$ cat config.mk
export PLATFORM = sky130hd
export DESIGN_NAME = skf_front_flat
export DESIGN_NICKNAME = d
export VERILOG_FILES = /design/src/sv/skf_pkg.sv /design/src/sv/skf_if.sv /design/src/sv/skf_front.sv /design/src/flat_wrapper.sv
export SDC_FILE = /design/constraint.sdc
export NUM_CORES = 1
export LEC_CHECK = 0
export BUFFER_PORTS_ARGS = -buffer_cell sky130_fd_sc_hd__clkbuf_2
export CAP_MARGIN = 20
export CELL_PAD_IN_SITES_DETAIL_PLACEMENT = 1
export CELL_PAD_IN_SITES_GLOBAL_PLACEMENT = 2
export CORE_AREA = 2 2 167 169
export CTS_BUF_LIST = sky130_fd_sc_hd__clkbuf_2 sky130_fd_sc_hd__clkbuf_4 sky130_fd_sc_hd__clkbuf_8
export DETAILED_ROUTE_END_ITERATION = 12
export DIE_AREA = 0 0 169 171
export PLACE_DENSITY_LB_ADDON = 0.12
export SETUP_SLACK_MARGIN = 0.5
export SLEW_MARGIN = 20
export SYNTH_ARGS = -nofsm -noshare
export SYNTH_HDL_FRONTEND = slang
export SYNTH_SLANG_ARGS = --single-unit
$ cat constraint.sdc
create_clock -name clk -period 3 [get_ports clk]
set_input_delay 0.6 -clock clk [delete_from_list [all_inputs] [get_ports clk]]
set_output_delay 0.6 -clock clk [all_outputs]
set_load 0.02 [all_outputs]
$ cat src/sv/skf_pkg.sv
// ----------------------------------------------------------------------------
// skf_pkg
// Shared types and constants of the knock filter with per-source rate limit.
// ----------------------------------------------------------------------------
package skf_pkg;

	localparam int TABLE_ENTRIES = 1024;
	localparam int WATCH_SLOTS   = 4;
	localparam int IDX_W         = $clog2(TABLE_ENTRIES);
	localparam int FILL_W        = $clog2(TABLE_ENTRIES + 1);

	localparam logic [15:0] ETHERTYPE_IPV4 = 16'h0800;
	localparam logic [7:0]  PROTO_TCP      = 8'd6;
	localparam logic [63:0] DEFAULT_WINDOW = 64'd60000000000;
	localparam logic [7:0]  DEFAULT_LIMIT  = 8'd5;
	localparam logic [7:0]  COUNT_MAX      = 8'd255;

	typedef enum logic [2:0] {
		REG_FILTER_ENABLED = 3'd0,
		REG_SEQ_KEY        = 3'd1,
		REG_WATCH_PORTS    = 3'd2,
		REG_WINDOW_NS      = 3'd3,
		REG_KNOCK_LIMIT    = 3'd4
	} reg_index_t;

	typedef enum logic [1:0] {
		VERDICT_NO_MATCH = 2'd0,
		VERDICT_LIMITED  = 2'd1,
		VERDICT_ACCEPT   = 2'd2
	} verdict_t;

	typedef enum logic [1:0] {
		BK_IDLE,
		BK_READ,
		BK_CHECK,
		BK_RESP
	} back_state_t;

	typedef struct packed {
		logic        filter_enabled;
		logic [15:0] seq_key;
		logic [63:0] watch_ports;
		logic [63:0] window_ns;
		logic [7:0]  knock_limit;
	} cfg_t;

	// classified packet handed from front to back
	typedef struct packed {
		logic        matched;
		logic [31:0] source_addr;
		logic [63:0] now_ns;
	} work_t;

	typedef struct packed {
		logic [31:0] source;
		logic [63:0] start;
		logic [7:0]  count;
	} entry_t;

endpackage

$ cat src/sv/skf_if.sv
// ----------------------------------------------------------------------------
// skf_req_if / skf_rsp_if
// Valid/ready channels for packet headers and verdicts.
// ----------------------------------------------------------------------------
interface skf_req_if;
	logic        valid;
	logic        ready;
	logic        headers_complete;
	logic [15:0] ethertype;
	logic [7:0]  ip_protocol;
	logic        syn_flag;
	logic        ack_flag;
	logic [15:0] dest_port;
	logic [31:0] seq_number;
	logic [31:0] source_addr;
	logic [63:0] now_ns;

	modport source (output valid, headers_complete, ethertype, ip_protocol, syn_flag,
		ack_flag, dest_port, seq_number, source_addr, now_ns, input ready);
	modport sink (input valid, headers_complete, ethertype, ip_protocol, syn_flag,
		ack_flag, dest_port, seq_number, source_addr, now_ns, output ready);
endinterface


$ cat src/sv/skf_front.sv
// ----------------------------------------------------------------------------
// skf_front
// Classifies each header and holds the classified item in an output register.
// ----------------------------------------------------------------------------
module skf_front
	import skf_pkg::*;
(
	input  logic        clk,
	input  logic        arst_n,
	skf_req_if.sink     req,
	input  cfg_t        cfg,
	output logic        work_valid,
	input  logic        work_ready,
	output work_t       work
);

	logic  valid_q;
	work_t work_q;
	logic  watched;
	logic  stop;
	logic  matched;

	// search stops at the first empty slot
	always_comb begin
		logic [15:0] slot;
		watched = 1'b0;
		stop    = 1'b0;
		for (int i = 0; i < WATCH_SLOTS; i++) begin
			slot = cfg.watch_ports[16*i +: 16];
			if (!stop) begin
				if (slot == 16'd0) begin
					stop = 1'b1;
				end else if (slot == req.dest_port) begin
					watched = 1'b1;
					stop    = 1'b1;
				end
			end
		end
	end

	assign matched = req.headers_complete && (req.ethertype == ETHERTYPE_IPV4)
		&& (req.ip_protocol == PROTO_TCP) && req.syn_flag && !req.ack_flag
		&& watched && cfg.filter_enabled && (req.seq_number[31:16] == cfg.seq_key);

	assign req.ready  = !valid_q || work_ready;
	assign work_valid = valid_q;
	assign work       = work_q;

	always_ff @(posedge clk or negedge arst_n) begin
		if (!arst_n) begin
			valid_q <= 1'b0;
		end else if (req.ready) begin
			valid_q <= req.valid;
		end
	end

	always_ff @(posedge clk) begin
		if (req.ready && req.valid) begin
			work_q <= '{matched: matched, source_addr: req.source_addr, now_ns: req.now_ns};
		end
	end

endmodule

$ cat src/flat_wrapper.sv
// flat-port wrapper written by rule: the top's interface ports become plain ports
module skf_front_flat import skf_pkg::*;
  (clk, arst_n, cfg, work_valid, work_ready, work, req_valid, req_headers_complete, req_ethertype, req_ip_protocol, req_syn_flag, req_ack_flag, req_dest_port, req_seq_number, req_source_addr, req_now_ns, req_ready);
  skf_req_if req_i ();
  input  logic clk;
  input  logic arst_n;
  input  cfg_t cfg;
  output logic work_valid;
  input  logic work_ready;
  output work_t work;
  input wire logic [$bits(req_i.valid)-1:0] req_valid;
  input wire logic [$bits(req_i.headers_complete)-1:0] req_headers_complete;
  input wire logic [$bits(req_i.ethertype)-1:0] req_ethertype;
  input wire logic [$bits(req_i.ip_protocol)-1:0] req_ip_protocol;
  input wire logic [$bits(req_i.syn_flag)-1:0] req_syn_flag;
  input wire logic [$bits(req_i.ack_flag)-1:0] req_ack_flag;
  input wire logic [$bits(req_i.dest_port)-1:0] req_dest_port;
  input wire logic [$bits(req_i.seq_number)-1:0] req_seq_number;
  input wire logic [$bits(req_i.source_addr)-1:0] req_source_addr;
  input wire logic [$bits(req_i.now_ns)-1:0] req_now_ns;
  output wire logic [$bits(req_i.ready)-1:0] req_ready;
  assign req_i.valid = req_valid;
  assign req_i.headers_complete = req_headers_complete;
  assign req_i.ethertype = req_ethertype;
  assign req_i.ip_protocol = req_ip_protocol;
  assign req_i.syn_flag = req_syn_flag;
  assign req_i.ack_flag = req_ack_flag;
  assign req_i.dest_port = req_dest_port;
  assign req_i.seq_number = req_seq_number;
  assign req_i.source_addr = req_source_addr;
  assign req_i.now_ns = req_now_ns;
  assign req_ready = req_i.ready;
  skf_front u_core (.clk(clk), .arst_n(arst_n), .req(req_i), .cfg(cfg), .work_valid(work_valid), .work_ready(work_ready), .work(work));
endmodule
### Yosys cells after proc, flatten, opt, wreduce, memory -nomap -nowiden

Cells that the tools add are included.
W data, S select, Z words.

| word-level totals | value |
|---|---|
| flip-flop bits (word level) | 98 |
| bits of input ports | 328 |
| output and inout port bits | 99 |
| logic and storage cells | 44 |

| cells by class | value |
|---|---|
| eq/ne operators | 7 |
| mux-type cells | 18 |
| reductions and logical operators | 15 |

Operators by type and width:

| cell | count |
|---|---|
| $eq A16 B16 Y1 | 5 |
| $logic_not A16 Y1 | 4 |
| $mux W1 | 18 |
| $eq A16 B12 Y1 const B | 1 |
| $eq A8 B3 Y1 const B | 1 |
| $logic_and A1 B1 Y1 | 8 |
| $logic_not A1 Y1 | 2 |
| $logic_or A1 B1 Y1 | 1 |

### Depth between registers and ports, before layout

| logic depth | value |
|---|---|
| depth in word-level cells | 15 |
| mapped depth | 6 |
| gate-level depth less buffers | 6 |

### Worst setup path after synthesis

OpenSTA, ideal clock, no wires.

| path | value |
|---|---|
| kind | in2reg |
| start point | in work_ready |
| end point | reg u_core.work_q, in the netlist u_core.work[0] (enable) |
| setup time | 0.466 ns |
| arrival | 3.148 ns |
| required time | 2.534 ns |
| setup slack | -0.614 ns |
| cell stages on the path | 2 |
| path buffers | 0 |
| cell sequence | nand2b_1 -> and2_1 |

| on the way | value |
|---|---|
| word-level cells in the longest chain between the ends | 2 |

Ends and longest elaborated chain:

| what | line | text |
|---|---|---|
| start: declaration | flat_wrapper.sv:9 | `input logic work_ready;` |
| $logic_or A1 B1 Y1 | skf_front.sv:45 | `assign req.ready = !valid_q \|\| work_ready;` |
| $logic_and A1 B1 Y1 | skf_front.sv:58 | `if (req.ready && req.valid) begin` |
| end signal: assignment | skf_front.sv:59 | `work_q <= '{matched: matched, source_addr: req.source_addr, now_ns: req.now_ns};` |
| end: declaration | skf_front.sv:18 | `work_t work_q;` |

Every way passes these cells.
A chain may end at the register's enable or synchronous reset.

### Worst setup path in the final report

| path | value |
|---|---|
| start point | in req_dest_port[0] |
| end point | reg u_core.work_q, in the netlist u_core.work[96] (data pin) |

| on the way | value |
|---|---|
| word-level cells in the longest chain between the ends | 15 |
| elaborated cells on any way between the ends | 25 |
| those cells by class | eq/ne (4); mux (18); reduce/logical (3) |

Ends and longest elaborated chain:

| what | line | text |
|---|---|---|
| start: declaration | flat_wrapper.sv:17 | `input wire logic [$bits(req_i.dest_port)-1:0] req_dest_port;` |
| $eq A16 B16 Y1 | skf_front.sv:33 | `end else if (slot == req.dest_port) begin` |
| $mux W1 | skf_front.sv:33 |  |
| $mux W1 | skf_front.sv:31 | `if (slot == 16'd0) begin` |
| $mux W1 | skf_front.sv:33 |  |
| $mux W1 | skf_front.sv:31 |  |
| $mux W1 | skf_front.sv:30 | `if (!stop) begin` |
| $mux W1 | skf_front.sv:33 |  |
| $mux W1 | skf_front.sv:31 |  |
| $mux W1 | skf_front.sv:30 |  |
| $mux W1 | skf_front.sv:33 |  |
| $mux W1 | skf_front.sv:31 |  |
| $mux W1 (*) | skf_front.sv:30 |  |
| $logic_and A1 B1 Y1 (*) (3 in a row) | skf_front.sv:43 | `&& watched && cfg.filter_enabled && (req.seq_number[31:16] == cfg.seq_key);` |
| net u_core.matched | skf_front.sv:21 | `logic matched;` |

The timed path passes the listed nets; every way through them passes the cells marked *.

==> results.md <==
* M1 GR Usage at 10.8%
* Initial core utilization at 14.8%
* Root Buffer: clkbuf_8
* Worst Reg-to-Reg Cells at 3
* Clock Skew at 0.0188 ns
* CORE AREA at 0.0273 mm2
* Most frequent cells in the layout: clkbuf_2 (338), edfxtp_1 (97), xor2_1 (48)
* Pin count of the biggest net entering global routing at 33
* Die Footprint at 0.0289 mm2
* Layout area overhead at 59.6%
* Core Util, Final at 23.6%
* Clk_lat worst skew at 0.37 ns
* Tmin final at 1.83 ns
* Required @ worst endpoint at 3.22 ns
* WHS Path Cells at 1
* Die Height at 171 um
* RePlAce Congestion at 0.770
* Total grt overflow at 0
* Site row count at 61
* Via-to-Cell Ratio at 3.70
* Crit end category: flop
* Fillers at 3143
* Vias in the first global route at 3819
* Area of the multi-input gates at 0.00110 mm2
* Leak Pwr at 2.79 nW
* Fmax at 547 MHz
* Total I/O pin count at 427
* Die width at 169 um
* Total negative slack at 0 ns
* Residual DRC at 0
* Total Routing Usage GR at 10.7%
* Dpl ws at 0.783 ns
* Worst-path clk slew at 0.11 ns
* Global-route wire length before repair at 22.5 mm
* Final Slew Violations at 0
* Final ANT Viol Nets at 0
* Overall power at 0.00306 W
* Crit Path Class: primary input to flop
* Tcrit/Tclk final at 60.9%
* Met2 usage at 19.9%
* Initial antenna violation count at 3
* Fin. Hold Viols at 0
* RSZ-0062 raised after global routing: false
* Endpoints failing setup at 0
* Num CTS Buffers at 9
* Top cell type's share of synthesized area at 72.2%
* CTS sink cnt at 98
* Routed WL at 16.2 mm
* DR WL/cell at 17.0 um
* GR Layer Usage met3 at 3.79%
* Fraction of layout cells with a size suffix above 1 at 59.6%
* Slew @ Worst Pin at 0.471 ns
* PnR worst setup slack at 1.17 ns
* Clock Path Buffers at 2
* #FFs+latches synth at 98
* WP data arrival at 2.04 ns
* H-tree levels at 3
* Syn_area_per_cell at 16.7 um2
* Sequential area share after synthesis at 72.8%
* Slew HR at 68.3%
* CP max FO at 4
* # nets final at 922
* Status: completed
* Commonest non-fill, non-tap cell in the layout: clkbuf_2
* Syn Std Cell Area at 0.00404 mm2
* Initial DRT Pass Iterations at 4
* First DRT Iteration DRCs at 114
* Largest cells by area after synthesis: edfxtp_1 (72%), xor2_1 (10%), xnor2_1 (6.9%), nor4_1 (5.0%), nand4_1 (2.5%)
* Maxcap violations at 0
* Busiest layer in global routing: met2
* Setup crit start kind: primary input
* Synthesized instance count at 241
* Max VDD drop at 169 uV
* CTS tree: done
* Distinct cells, synth at 16
* Port-buffer cells at 338
* Pwr dens at 474 mW/mm2
* Synth warnings at 0
* Yosys top cell by area: edfxtp_1
* Path type of the worst min-delay path: primary input to flop
* Setup repair bufs after CTS at 0
* Syn Nets at 569
* FF/Latch Area at 0.00294 mm2
* HPWL after DPL at 13.8 mm
* Vias after detailed routing at 3510
[through the flow]
stage	instance area (um2)	hold slack [ns]	std cells
2_1_floorplan	4040	0.304	241
3_3_place_gp	6210	0.377	928
3_5_place_dp	6210	0.380	928
4_1_cts	6430	0.357	945
5_1_grt	6440	0.354	949
6_report	6440	0.394	949
[cells by family after synthesis]
family | Yosys count | synth area share, %
XOR/XNOR | 80 | 17.4
flip-flops | 98 | 72.8
AND/OR/NAND/NOR | 60 | 9.40
AO/OA/AOI/OAI | 3 | 0.434
[path summary, 6_finish.rpt]
kind,end,start,slack (ns)
max,u_core.work[96]$_DFFE_PP_,req_dest_port[0],1.17
min,u_core.work[36]$_DFFE_PP_,req_now_ns[36],0.39
max reg2reg,u_core.work[4]$_DFFE_PP_,u_core.work_valid$_DFFE_PN0N_,1.42
min reg2reg,u_core.work_valid$_DFFE_PN0N_,u_core.work_valid$_DFFE_PN0N_,0.57
max in group asynchronous,u_core.work_valid$_DFFE_PN0N_,arst_n,2.39
min in group asynchronous,u_core.work_valid$_DFFE_PN0N_,arst_n,0.52
[sequential cells by signal, summed over array words and instances, names as in the netlist]
signal and flops:
u_core.work 97, u_core.work_valid 1
[per-layer routing]
| metal | vias to the layer above | wire length, um |
|---|---|---|
| li1 | 1656 | - |
| met1 | 1601 | 5740 |
| met2 | 223 | 8350 |
| met3 | 28 | 1590 |
| met4 | 2 | 465 |
| met5 | - | 5 |
[worst max-delay path: stages]
cell and delay, ns:
clkbuf_2 0.18, xor2_1 0.20, nor4_1 0.37, nand4_1 0.17, o31ai_1 0.24, o21ai_1 0.14
a21oi_1 0.15
[power breakdown]
part / switching, W / total (W) / internal [W]
clock network: 0.000516 / 0.000918 / 0.000402
registers: 0.0000184 / 0.00161 / 0.00159
logic: 0.000299 / 0.000526 / 0.000228
[Yosys cell counts]
library cell / count
nand3_1: 3
dfrtp_1: 1
xnor2_1: 32
nor2_1: 1
o31ai_1: 1
and4b_1: 1
nor4b_1: 3
xor2_1: 48
and2_1: 1
o21ai_1: 1
edfxtp_1: 97
nor4_1: 32
nand2b_1: 2
nand4_1: 16
a21oi_1: 1
nor3_1: 1
[timing repair]
item                                    in CTS  in global routing
endpoints found under the setup margin       0                  0
resized for setup                            0                  0
hold buffers                                 1                  0
endpoints found under the hold margin        1                  0
[area by class of cell]
cell class                 count  area share, %
timing repair buffer         342           27.2
antenna                        4          0.155
sequential                    98           45.6
tap                          346           6.72
multi-input combinational    143           17.1
clock inverter                 7           1.36
clock buffer                   9           1.92
Power figures use the tool's default switching activity.
