File: src/sv/skf_pkg.sv
// ----------------------------------------------------------------------------
// skf_pkg
// Shared types and constants of the knock filter with per-source rate limit.
// ----------------------------------------------------------------------------
package skf_pkg;

	localparam int TABLE_ENTRIES = 1024;
	localparam int WATCH_SLOTS   = 4;
	localparam int IDX_W         = $clog2(TABLE_ENTRIES);
	localparam int FILL_W        = $clog2(TABLE_ENTRIES + 1);

	localparam logic [15:0] ETHERTYPE_IPV4 = 16'h0800;
	localparam logic [7:0]  PROTO_TCP      = 8'd6;
	localparam logic [63:0] DEFAULT_WINDOW = 64'd60000000000;
	localparam logic [7:0]  DEFAULT_LIMIT  = 8'd5;
	localparam logic [7:0]  COUNT_MAX      = 8'd255;

	typedef enum logic [2:0] {
		REG_FILTER_ENABLED = 3'd0,
		REG_SEQ_KEY        = 3'd1,
		REG_WATCH_PORTS    = 3'd2,
		REG_WINDOW_NS      = 3'd3,
		REG_KNOCK_LIMIT    = 3'd4
	} reg_index_t;

	typedef enum logic [1:0] {
		VERDICT_NO_MATCH = 2'd0,
		VERDICT_LIMITED  = 2'd1,
		VERDICT_ACCEPT   = 2'd2
	} verdict_t;

	typedef enum logic [1:0] {
		BK_IDLE,
		BK_READ,
		BK_CHECK,
		BK_RESP
	} back_state_t;

	typedef struct packed {
		logic        filter_enabled;
		logic [15:0] seq_key;
		logic [63:0] watch_ports;
		logic [63:0] window_ns;
		logic [7:0]  knock_limit;
	} cfg_t;

	// classified packet handed from front to back
	typedef struct packed {
		logic        matched;
		logic [31:0] source_addr;
		logic [63:0] now_ns;
	} work_t;

	typedef struct packed {
		logic [31:0] source;
		logic [63:0] start;
		logic [7:0]  count;
	} entry_t;

endpackage

File: src/sv/skf_fifo.sv
// ----------------------------------------------------------------------------
// skf_fifo
// Two-entry queue between the classifier and the limiter.
// ----------------------------------------------------------------------------
module skf_fifo
	import skf_pkg::*;
(
	input  logic  clk,
	input  logic  arst_n,
	input  logic  push_valid,
	output logic  push_ready,
	input  work_t push_data,
	output logic  pop_valid,
	input  logic  pop_ready,
	output work_t pop_data
);

	work_t      mem_q [2];
	logic       wr_q;
	logic       rd_q;
	logic [1:0] count_q;
	logic       push;
	logic       pop;

	assign push_ready = (count_q != 2'd2);
	assign pop_valid  = (count_q != 2'd0);
	assign pop_data   = mem_q[rd_q];
	assign push       = push_valid && push_ready;
	assign pop        = pop_valid && pop_ready;

	always_ff @(posedge clk or negedge arst_n) begin
		if (!arst_n) begin
			wr_q    <= 1'b0;
			rd_q    <= 1'b0;
			count_q <= 2'd0;
		end else begin
			if (push) wr_q <= !wr_q;
			if (pop)  rd_q <= !rd_q;
			count_q <= count_q + {1'b0, push} - {1'b0, pop};
		end
	end

	always_ff @(posedge clk) begin
		if (push) begin
			mem_q[wr_q] <= push_data;
		end
	end

	property p_no_overflow;
		@(posedge clk) disable iff (!arst_n) count_q != 2'd3;
	endproperty
	a_no_overflow: assert property (p_no_overflow) else $error("fifo count out of range");

	property p_pop_needs_data;
		@(posedge clk) disable iff (!arst_n) (count_q == 2'd0) |-> !pop;
	endproperty
	a_pop_needs_data: assert property (p_pop_needs_data) else $error("pop from empty fifo");

	property p_full_blocks;
		@(posedge clk) disable iff (!arst_n) (count_q == 2'd2) |-> !push;
	endproperty
	a_full_blocks: assert property (p_full_blocks) else $error("push into full fifo");

endmodule

File: config.mk
export PLATFORM = sky130hd
export DESIGN_NAME = skf_fifo
export DESIGN_NICKNAME = d
export VERILOG_FILES = /design/src/sv/skf_pkg.sv /design/src/sv/skf_fifo.sv
export SDC_FILE = /design/constraint.sdc
export NUM_CORES = 1
export LEC_CHECK = 0
export BUFFER_PORTS_ARGS = -buffer_cell sky130_fd_sc_hd__clkbuf_2
export CAP_MARGIN = 20
export CORE_MARGIN = 1.5
export CORE_UTILIZATION = 56
export CTS_CLUSTER_DIAMETER = 120
export DETAILED_ROUTE_END_ITERATION = 8
export GPL_TIMING_DRIVEN = 0
export PLACE_DENSITY = 0.85
export SLEW_MARGIN = 20
export SYNTH_ARGS = -nofsm -noshare
export SYNTH_HDL_FRONTEND = slang
export SYNTH_SLANG_ARGS = --single-unit
export TNS_END_PERCENT = 30
File: constraint.sdc
create_clock -name clk -period 7.5 [get_ports clk]
set_input_delay 0.375 -clock clk [delete_from_list [all_inputs] [get_ports clk]]
set_output_delay 0.375 -clock clk [all_outputs]
set_load 0.05 [all_outputs]
# Yosys cells after proc, flatten, opt, wreduce, memory -nomap -nowiden
# Memory sizes are Yosys's and may differ from the RTL's.
# Cells that the tools add are included.
[totals]
latch_bits = 0
inputBits = 101
n_memories = 1
ff_bits = 4
mem_bits_ro = 0
wordCells = 14
output_inout_bits = 99
ramBits = 194
[memory_table]
columns = ["memory", "depth", "word_bits", "rd", "rd_clocked_by_memory_dff", "write_ports", "line_no", "text"]
rows = [
  ["mem_q", 2, 97, 1, 0, 1, "skf_fifo.sv:18", "work_t mem_q [2];"],
]
[classes]
div = 0
n_reduce_logical = 5
n_mux = 2
eq_ne = 1
n_bitwise = 0
order_cmp = 0
n_addsub = 2
shifts = 0
multipliers = 0
[op_table]
columns = ["operator", "n"]
rows = [
  ["adder 2 x 1 -> 2 bit", 1],
  ["logical AND 1 bit", 2],
  ["zero test 1 bit", 2],
  ["2-to-1 mux 1 bit", 2],
  ["inequality test 2 bit (second input constant)", 1],
  ["nonzero test 2 bit", 1],
  ["subtractor 2 x 1 -> 2 bit", 1],
]

# Logic depth before layout (Yosys ltp)
# Gate-level depths: netlist of the first run.
[logic_depth]
depth_word = 4
ltp_mapped = 5
ltp_nobuf = 5

# Worst setup path after synthesis of the first run
# OpenSTA, ideal clock, no wires.
[synth_timing]
path_kind = "reg-to-reg"
from = "reg count_q[0]"
to = "mem mem_q[0][0] (netlist bit), enable pin"
t_arrival_ps = 5088
stages_incl_launch_ff = 4
path_slack_ps = 1858
path_cell_list = "dfrtp_1 > nand2b_1 > nand2_1 > nor2_1"
[synth_via]
elab_chain_len = 4
[synth_rtl]
columns = ["item", "line_no", "text"]
rows = [
  ["start, declared", "skf_fifo.sv:21", "logic [1:0] count_q;"],
  ["start signal, assigned", "skf_fifo.sv:39", "count_q <= count_q + {1'b0, push} - {1'b0, pop};"],
  ["inequality test 2 bit", "skf_fifo.sv:25", "assign push_ready = (count_q != 2'd2);"],
  ["net push_ready", "skf_fifo.sv:11", "output logic push_ready,"],
  ["logical AND 1 bit", "skf_fifo.sv:28", "assign push = push_valid && push_ready;"],
  ["2-to-1 mux 1 bit", "skf_fifo.sv:44", "if (push) begin"],
  ["2-to-1 mux 1 bit (implied by the code)", "skf_fifo.sv:45", "mem_q[wr_q] <= push_data;"],
  ["end, declared", "skf_fifo.sv:18", ""],
]
# The timed path passes the listed nets, and every way through them passes these cells.

==> results.py, run 1 <==
metrics = {
    "cts": {
        "cts_sinks": 198,
        "cts_root_buffer": "clkbuf_16",
        "htree_levels": 4,
        "cts_resized": 0,
        "hold_buffers": 1,
        "clk_latency_ns": 0.42,
        "cts_buffers": 17,
        "clk_path_buf_depth": 2,
        "cts_tree": "yes",
        "post_cts.repair.setup_buffers": 0,
        "clk_pin_slew_ns": 0.07,
    },
    "yosys": {
        "syn-num-nets": 426,
        "mappedNetlistArea_um2": 7294,
        "netlist_instances": 324,
        "ys_seq_elements": 198,
        "syn_avg_cell_area_um2": 22.51,
        "synth_cell_type_count": 19,
        "ys_seq_area_share_pct": 81.23,
        "yosys_warnings": 0,
    },
    "floorplan": {
        "initial_core_util_pct": 57.57,
        "coreArea_um2": 12670,
        "chipWidth_um": 117.1,
        "fp.dieH_um": 117.1,
        "rows": 41,
        "io_pins": 200,
        "die_area_um2": 13720,
    },
    "global_routing": {
        "antenna_found_initial": 0,
        "grt_pass1_wl_um": 18370,
        "grt_max_degree": 53,
        "grt_overflow": 0,
        "track_usage_pct": 18.65,
        "grt_pass1_vias": 3739,
    },
    "timing": {
        "setup_viol": 0,
        "rsz0062_at_grt": "no",
        "fin_crit_sh_pct": 29.39,
        "drv_slew": 0,
        "max_freq_ghz": 0.4537,
        "slew_headroom_pct": 55.01,
        "hold_violations": 0,
        "skew_ns": 0.004638,
        "setup_tns_ns": 0,
        "layout_min_cycle_time_ns": 2.204,
        "worstMarginPinSlew_ns": 0.6749,
    },
    "power_and_ir_drop": {
        "power_frac_comb_pct": 43.2,
        "ir_drop_mv": 0.2816,
        "p_leak_nw": 3.583,
        "clockPowerShare_pct": 20.3,
        "swShare_pct": 40.83,
        "p_sw_mw": 1.761,
        "p_int_mw": 2.552,
        "p_seq_share_pct": 36.4,
        "powerDensity_nw_per_um2": 466.9,
    },
    "drt": {
        "avgRoutedWirePerCell_um": 17.22,
        "first_pass_iters": 4,
        "drc": 0,
        "vias": 3714,
        "routed_via_density": 5.067,
        "drt_iter0_drc": 185,
        "final_antenna_net_count": 0,
        "wl_um": 12620,
    },
    "hold_path": {
        "min_to": "mem_q[0][28]",
        "min_path_type": "input pin to register",
        "min-delay-start": "push_data[28]",
        "holdPathStages": 1,
    },
    "placement": {
        "dp_hpwl_um": 8835,
        "port_buffers": 199,
        "placed_cell_area_um2": 8648,
        "gp_congestion": 0.6876,
    },
    "finish": {
        "layout_commonest_cell": "clkbuf_2",
        "layout_common_cells": "clkbuf_2 (199), edfxtp_1 (194), mux2_2 (77)",
        "n_antenna_cell": 0,
        "final_area_um2": 9238,
        "areaGrowthSynthToFinish_pct": 26.64,
        "nets": 650,
        "fillers": 772,
        "drive_gt1_share_pct": 61.68,
    },
    "critical_path": {
        "cp_max_fo": 10,
        "reg2reg_setup_slack_ns": 5.54,
        "timing.rr.end": "mem_q[1][67]",
        "worstSetupEndpointType": "output pin",
        "crit_type": "register to output pin",
        "timing.critical_path.arrival_ns": 1.83,
        "r2r_cells": 3,
        "rr_startpoint": "count_q[0]",
        "crit_required_ns": 7.12,
        "start_kind": "register",
    },
    "job": {
        "max-cap-violations": 0,
    },
    "run_status": {
        "status": "completed",
    },
}
## layout make-up
class	count	area, µm²	area share [%]
plain buffers	11	80.08	0.8669
clock buffers	18	429.2	4.646
clock inverters	14	150.1	1.625
multi-input cells	115	1301	14.09
flip-flops and latches	198	5926	64.15
well taps	172	215.2	2.330
repair buffers	205	1136	12.30
## kinds of logic after synthesis
logic type	share of synthesized area, %
adder cells (fa/ha/maj)	0.1715
XOR/XNOR	0.3603
multiplexers	16.00
buffers and inverters	1.098
AO/OA/AOI/OAI	0.3259
AND/OR/NAND/NOR	0.8064
flip-flops	81.24
## synth_stat cells (all sizes together)
master	instances	area, µm²
xnor2	3	26.28
edfxtp	194	5826
or2	1	6.260
buf	11	80.07
a311oi	1	8.760
nand2b	1	6.260
o21ai	1	5.000
dfrtp	4	100.1
nor2b	1	6.260
mux2	97	1167
nand3	1	5.000
nor4bb	1	10.01
and3	1	6.260
nand2	2	7.510
nor2	3	11.26
ha	1	12.51
o21ba	1	10.01
## power by group through the flow
stage	Combinational, mW	Clock (mW)	Sequential, mW
floorplan	1.46	0	1.61
global placement	1.79	0	1.63
detailed placement	1.88	0	1.60
CTS	1.89	0.895	1.58
global route	1.96	0.930	1.59
finish	1.86	0.878	1.57
## metal layers
layer | global-route usage (%) | vias to the layer above | wire (µm)
li1 | - | 1748 | -
met1 | 20.75 | 1809 | 4847
met2 | 32.40 | 138 | 6685
met3 | 6.746 | 19 | 882
met4 | 8.273 | 0 | 205
met5 | 0 | - | 0
## worst max path at each step
stage	start	to	slack [ns]	cells after the start
after floorplan	count_q[0]	mem_q[0][0]	1.86	3
after global placement	count_q[0]	mem_q[0][71]	0.47	3
after detailed placement	count_q[0]	mem_q[1][71]	5.54	3
after CTS	rd_q	pop_data[55]	5.25	4
after global routing	rd_q	pop_data[47]	5.21	4
final	rd_q	pop_data[79]	5.30	5
## worst max-delay path, stage by stage, from the launching register on
cell      delay, ns
dfrtp_1        0.34
buf_6          0.14
buf_6          0.17
buf_6          0.19
mux2_4         0.32
clkbuf_2       0.24
## stage by stage
step | instances | hold slack [ns] | utilization [%] | worst slack (ns) | power (mW)
after global placement | 695 | 0.1868 | 67.13 | 0.4740 | 3.424
after floorplan | 324 | 0.07941 | - | 1.858 | 3.064
final | 733 | 0.1345 | 72.90 | 5.296 | 4.313
after global routing | 733 | 0.1132 | 72.90 | 5.207 | 4.479
after CTS | 733 | 0.1086 | 72.90 | 5.247 | 4.357
after detailed placement | 700 | 0.1893 | 68.25 | 5.541 | 3.474
## state kept, by name, indices dropped and copies added (netlist names)
| signal | count |
|---|---|
| count_q | 2 |
| mem_q | 194 |
| rd_q | 1 |
| wr_q | 1 |
(Power assumes the default switching activity.)
==> run 2, diff against run 1 <==
- CORE_UTILIZATION: 56 -> 47
- PLACE_DENSITY: 0.85 -> 0.76
- clock period: 7.5 -> 1.8 ns (I/O delays scaled with it)
==> results.py, run 2 (synthesized netlist as in run 1, its figures left out) <==
metrics = {
    "run_status": {
        "status": "finished with violations",
        "failed_checks": "setup timing",
    },
    "timing": {
        "rsz0062_at_grt": "yes",
        "setup_viol": 21,
        "layout_min_cycle_time_ns": 1.829,
        "fin_crit_sh_pct": 101.6,
        "skew_ns": 0.009176,
        "worstMarginPinSlew_ns": 0.3652,
        "hold_violations": 0,
        "drv_slew": 0,
        "timing.final.ws_setup_ns": -0.02851,
        "slew_headroom_pct": 75.65,
        "max_freq_ghz": 0.5469,
    },
    "cts": {
        "cts_buffers": 17,
        "clk_latency_ns": 0.43,
        "cts_tree": "yes",
        "clk_pin_slew_ns": 0.07,
        "cts_root_buffer": "clkbuf_16",
        "clk_path_buf_depth": 2,
        "cts_sinks": 198,
        "htree_levels": 4,
    },
    "floorplan": {
        "fp.dieH_um": 127.6,
        "chipWidth_um": 127.6,
        "initial_core_util_pct": 47.98,
        "io_pins": 200,
        "die_area_um2": 16280,
        "coreArea_um2": 15200,
        "rows": 45,
    },
    "finish": {
        "multi_input_area_um2": 1324,
        "utilization_pct": 70.15,
        "n_antenna_cell": 0,
        "layout_common_cells": "edfxtp_1 (194), clkbuf_2 (102), dlygate4sd3_1 (100)",
        "nets": 755,
        "layout_commonest_cell": "edfxtp_1",
        "top_register": "mem_q",
        "final_area_um2": 10660,
        "fillers": 918,
        "regArea_um2": 5926,
        "drive_gt1_share_pct": 53.30,
        "largest_reg_flops": 194,
        "largest_registers": "mem_q x194, count_q x2",
        "areaGrowthSynthToFinish_pct": 46.19,
    },
    "critical_path": {
        "slowest_stage": "dfrtp_1",
        "crit_required_ns": 1.71,
        "timing.critical_path.arrival_ns": 1.74,
        "crit_buf_inv": 4,
        "cp_top_family": "buffers and inverters",
        "crit_type": "register to output pin",
        "cp.depth": 5,
        "cpPeakStageDelay_ns": 0.40,
        "r2r_cells": 4,
        "path_cells": "buf_12 > buf_12 > buf_12 > mux2_4 > buf_8",
        "cp_max_fo": 10,
        "start_kind": "register",
        "timing.critical_path.mode_cell": "buf_12",
        "worstSetupEndpointType": "output pin",
    },
    "drt": {
        "routed_via_density": 4.991,
        "drc": 0,
        "avgRoutedWirePerCell_um": 18.36,
        "vias": 4262,
        "drt_iter0_drc": 250,
        "wl_um": 15680,
        "final_antenna_net_count": 0,
        "first_pass_iters": 4,
    },
    "global_routing": {
        "track_usage_pct": 18.93,
        "grt_pass1_wl_um": 22800,
        "grt_overflow": 0,
        "grt_max_degree": 41,
        "grt_pass1_vias": 4572,
        "antenna_found_initial": 0,
    },
    "power_and_ir_drop": {
        "ir_drop_mv": 1.109,
        "p_leak_nw": 4.143,
        "powerDensity_nw_per_um2": 1822,
        "clockPowerShare_pct": 20.2,
        "p_int_mw": 11.69,
        "swShare_pct": 39.81,
        "p_total_mw": 19.43,
        "p_seq_share_pct": 33.8,
        "power_frac_comb_pct": 45.9,
        "p_sw_mw": 7.733,
    },
    "hold_path": {
        "holdPathStages": 3,
        "min_path_type": "input pin to register",
    },
    "placement": {
        "dp_hpwl_um": 8980,
        "placed_cell_area_um2": 8696,
        "gp_congestion": 0.7115,
        "port_buffers": 199,
    },
    "job": {
        "max-cap-violations": 0,
    },
}
==> run 2: changes by cell type in the layout (fill, tap and decap cells not counted), sizes merged <==
cell and delta:
dlygate4sd3 +99, buf +91, clkbuf -87, inv +2, and3 +1, bufinv +1, clkinv -1, clkinvlp -1
==> run 2: layout make-up <==
class                   instances  area share, %
plain buffers                  11          1.525
well taps                     188          2.206
repair buffers                309          22.52
clock inverters                15          1.783
clock buffers                  17          3.989
flip-flops and latches        198          55.57
multi-input cells             116          12.41
==> run 2: layer usage <==
layer / up-vias / global-route usage (%) / routed length, µm
li1: 1961 / - / -
met1: 2109 / 19.75 / 5808
met2: 168 / 35.80 / 8608
met3: 24 / 6.575 / 1010
met4: 0 / 5.552 / 255
met5: - / 0 / 0
==> run 2: final timing paths <==
check,start,slack [ns],end
max,rd_q,-0.03,pop_data[74]
max reg2reg,count_q[0],0.13,mem_q[1][59]
min reg2reg,count_q[0],0.62,count_q[0]
min in group asynchronous,arst_n,0.58,wr_q
max in group asynchronous,arst_n,1.09,count_q[0]
min,push_valid,0.09,wr_q
==> run 2: power by group through the flow <==
stage / sequential [mW] / clock (mW) / combinational [mW]
2_1_floorplan: 6.61 / 0 / 6.10
6_report: 6.57 / 3.93 / 8.92
3_5_place_dp: 6.65 / 0 / 7.89
4_1_cts: 6.56 / 3.98 / 8.45
5_1_grt: 6.66 / 4.21 / 9.29
3_3_place_gp: 6.66 / 0 / 7.55
==> run 2: stage by stage <==
stage	hold WS, ns	TNS [ns]	std cells	setup slack [ns]
3_3_place_gp	-0.1008	-229.43	711	-1.373
6_report	0.09325	-0.3644	854	-0.02851
3_5_place_dp	-0.09622	-13.59	717	-0.2050
2_1_floorplan	-0.2056	-131.64	324	-0.7930
4_1_cts	0.002563	-8.360	852	-0.1367
5_1_grt	0.09888	-5.874	854	-0.08773
==> run 2: what timing repair did <==
| item | in CTS | in global routing |
|---|---|---|
| hold buffers | 99 | 1 |
| cloned | 1 | 1 |
| pin swaps | 1 | 0 |
| endpoints found under the setup margin | 164 | 97 |
| buffers inserted | 3 | 0 |
| gates resized for setup | 46 | 139 |
| endpoints found under the hold margin | 199 | 1 |
==> run 2: worst register-to-register path, stage by stage (launching register included) <==
cell and delay [ns]:
dfrtp_1 0.43, nand2b_4 0.21, and3_4 0.23, buf_16 0.24, buf_12 0.25
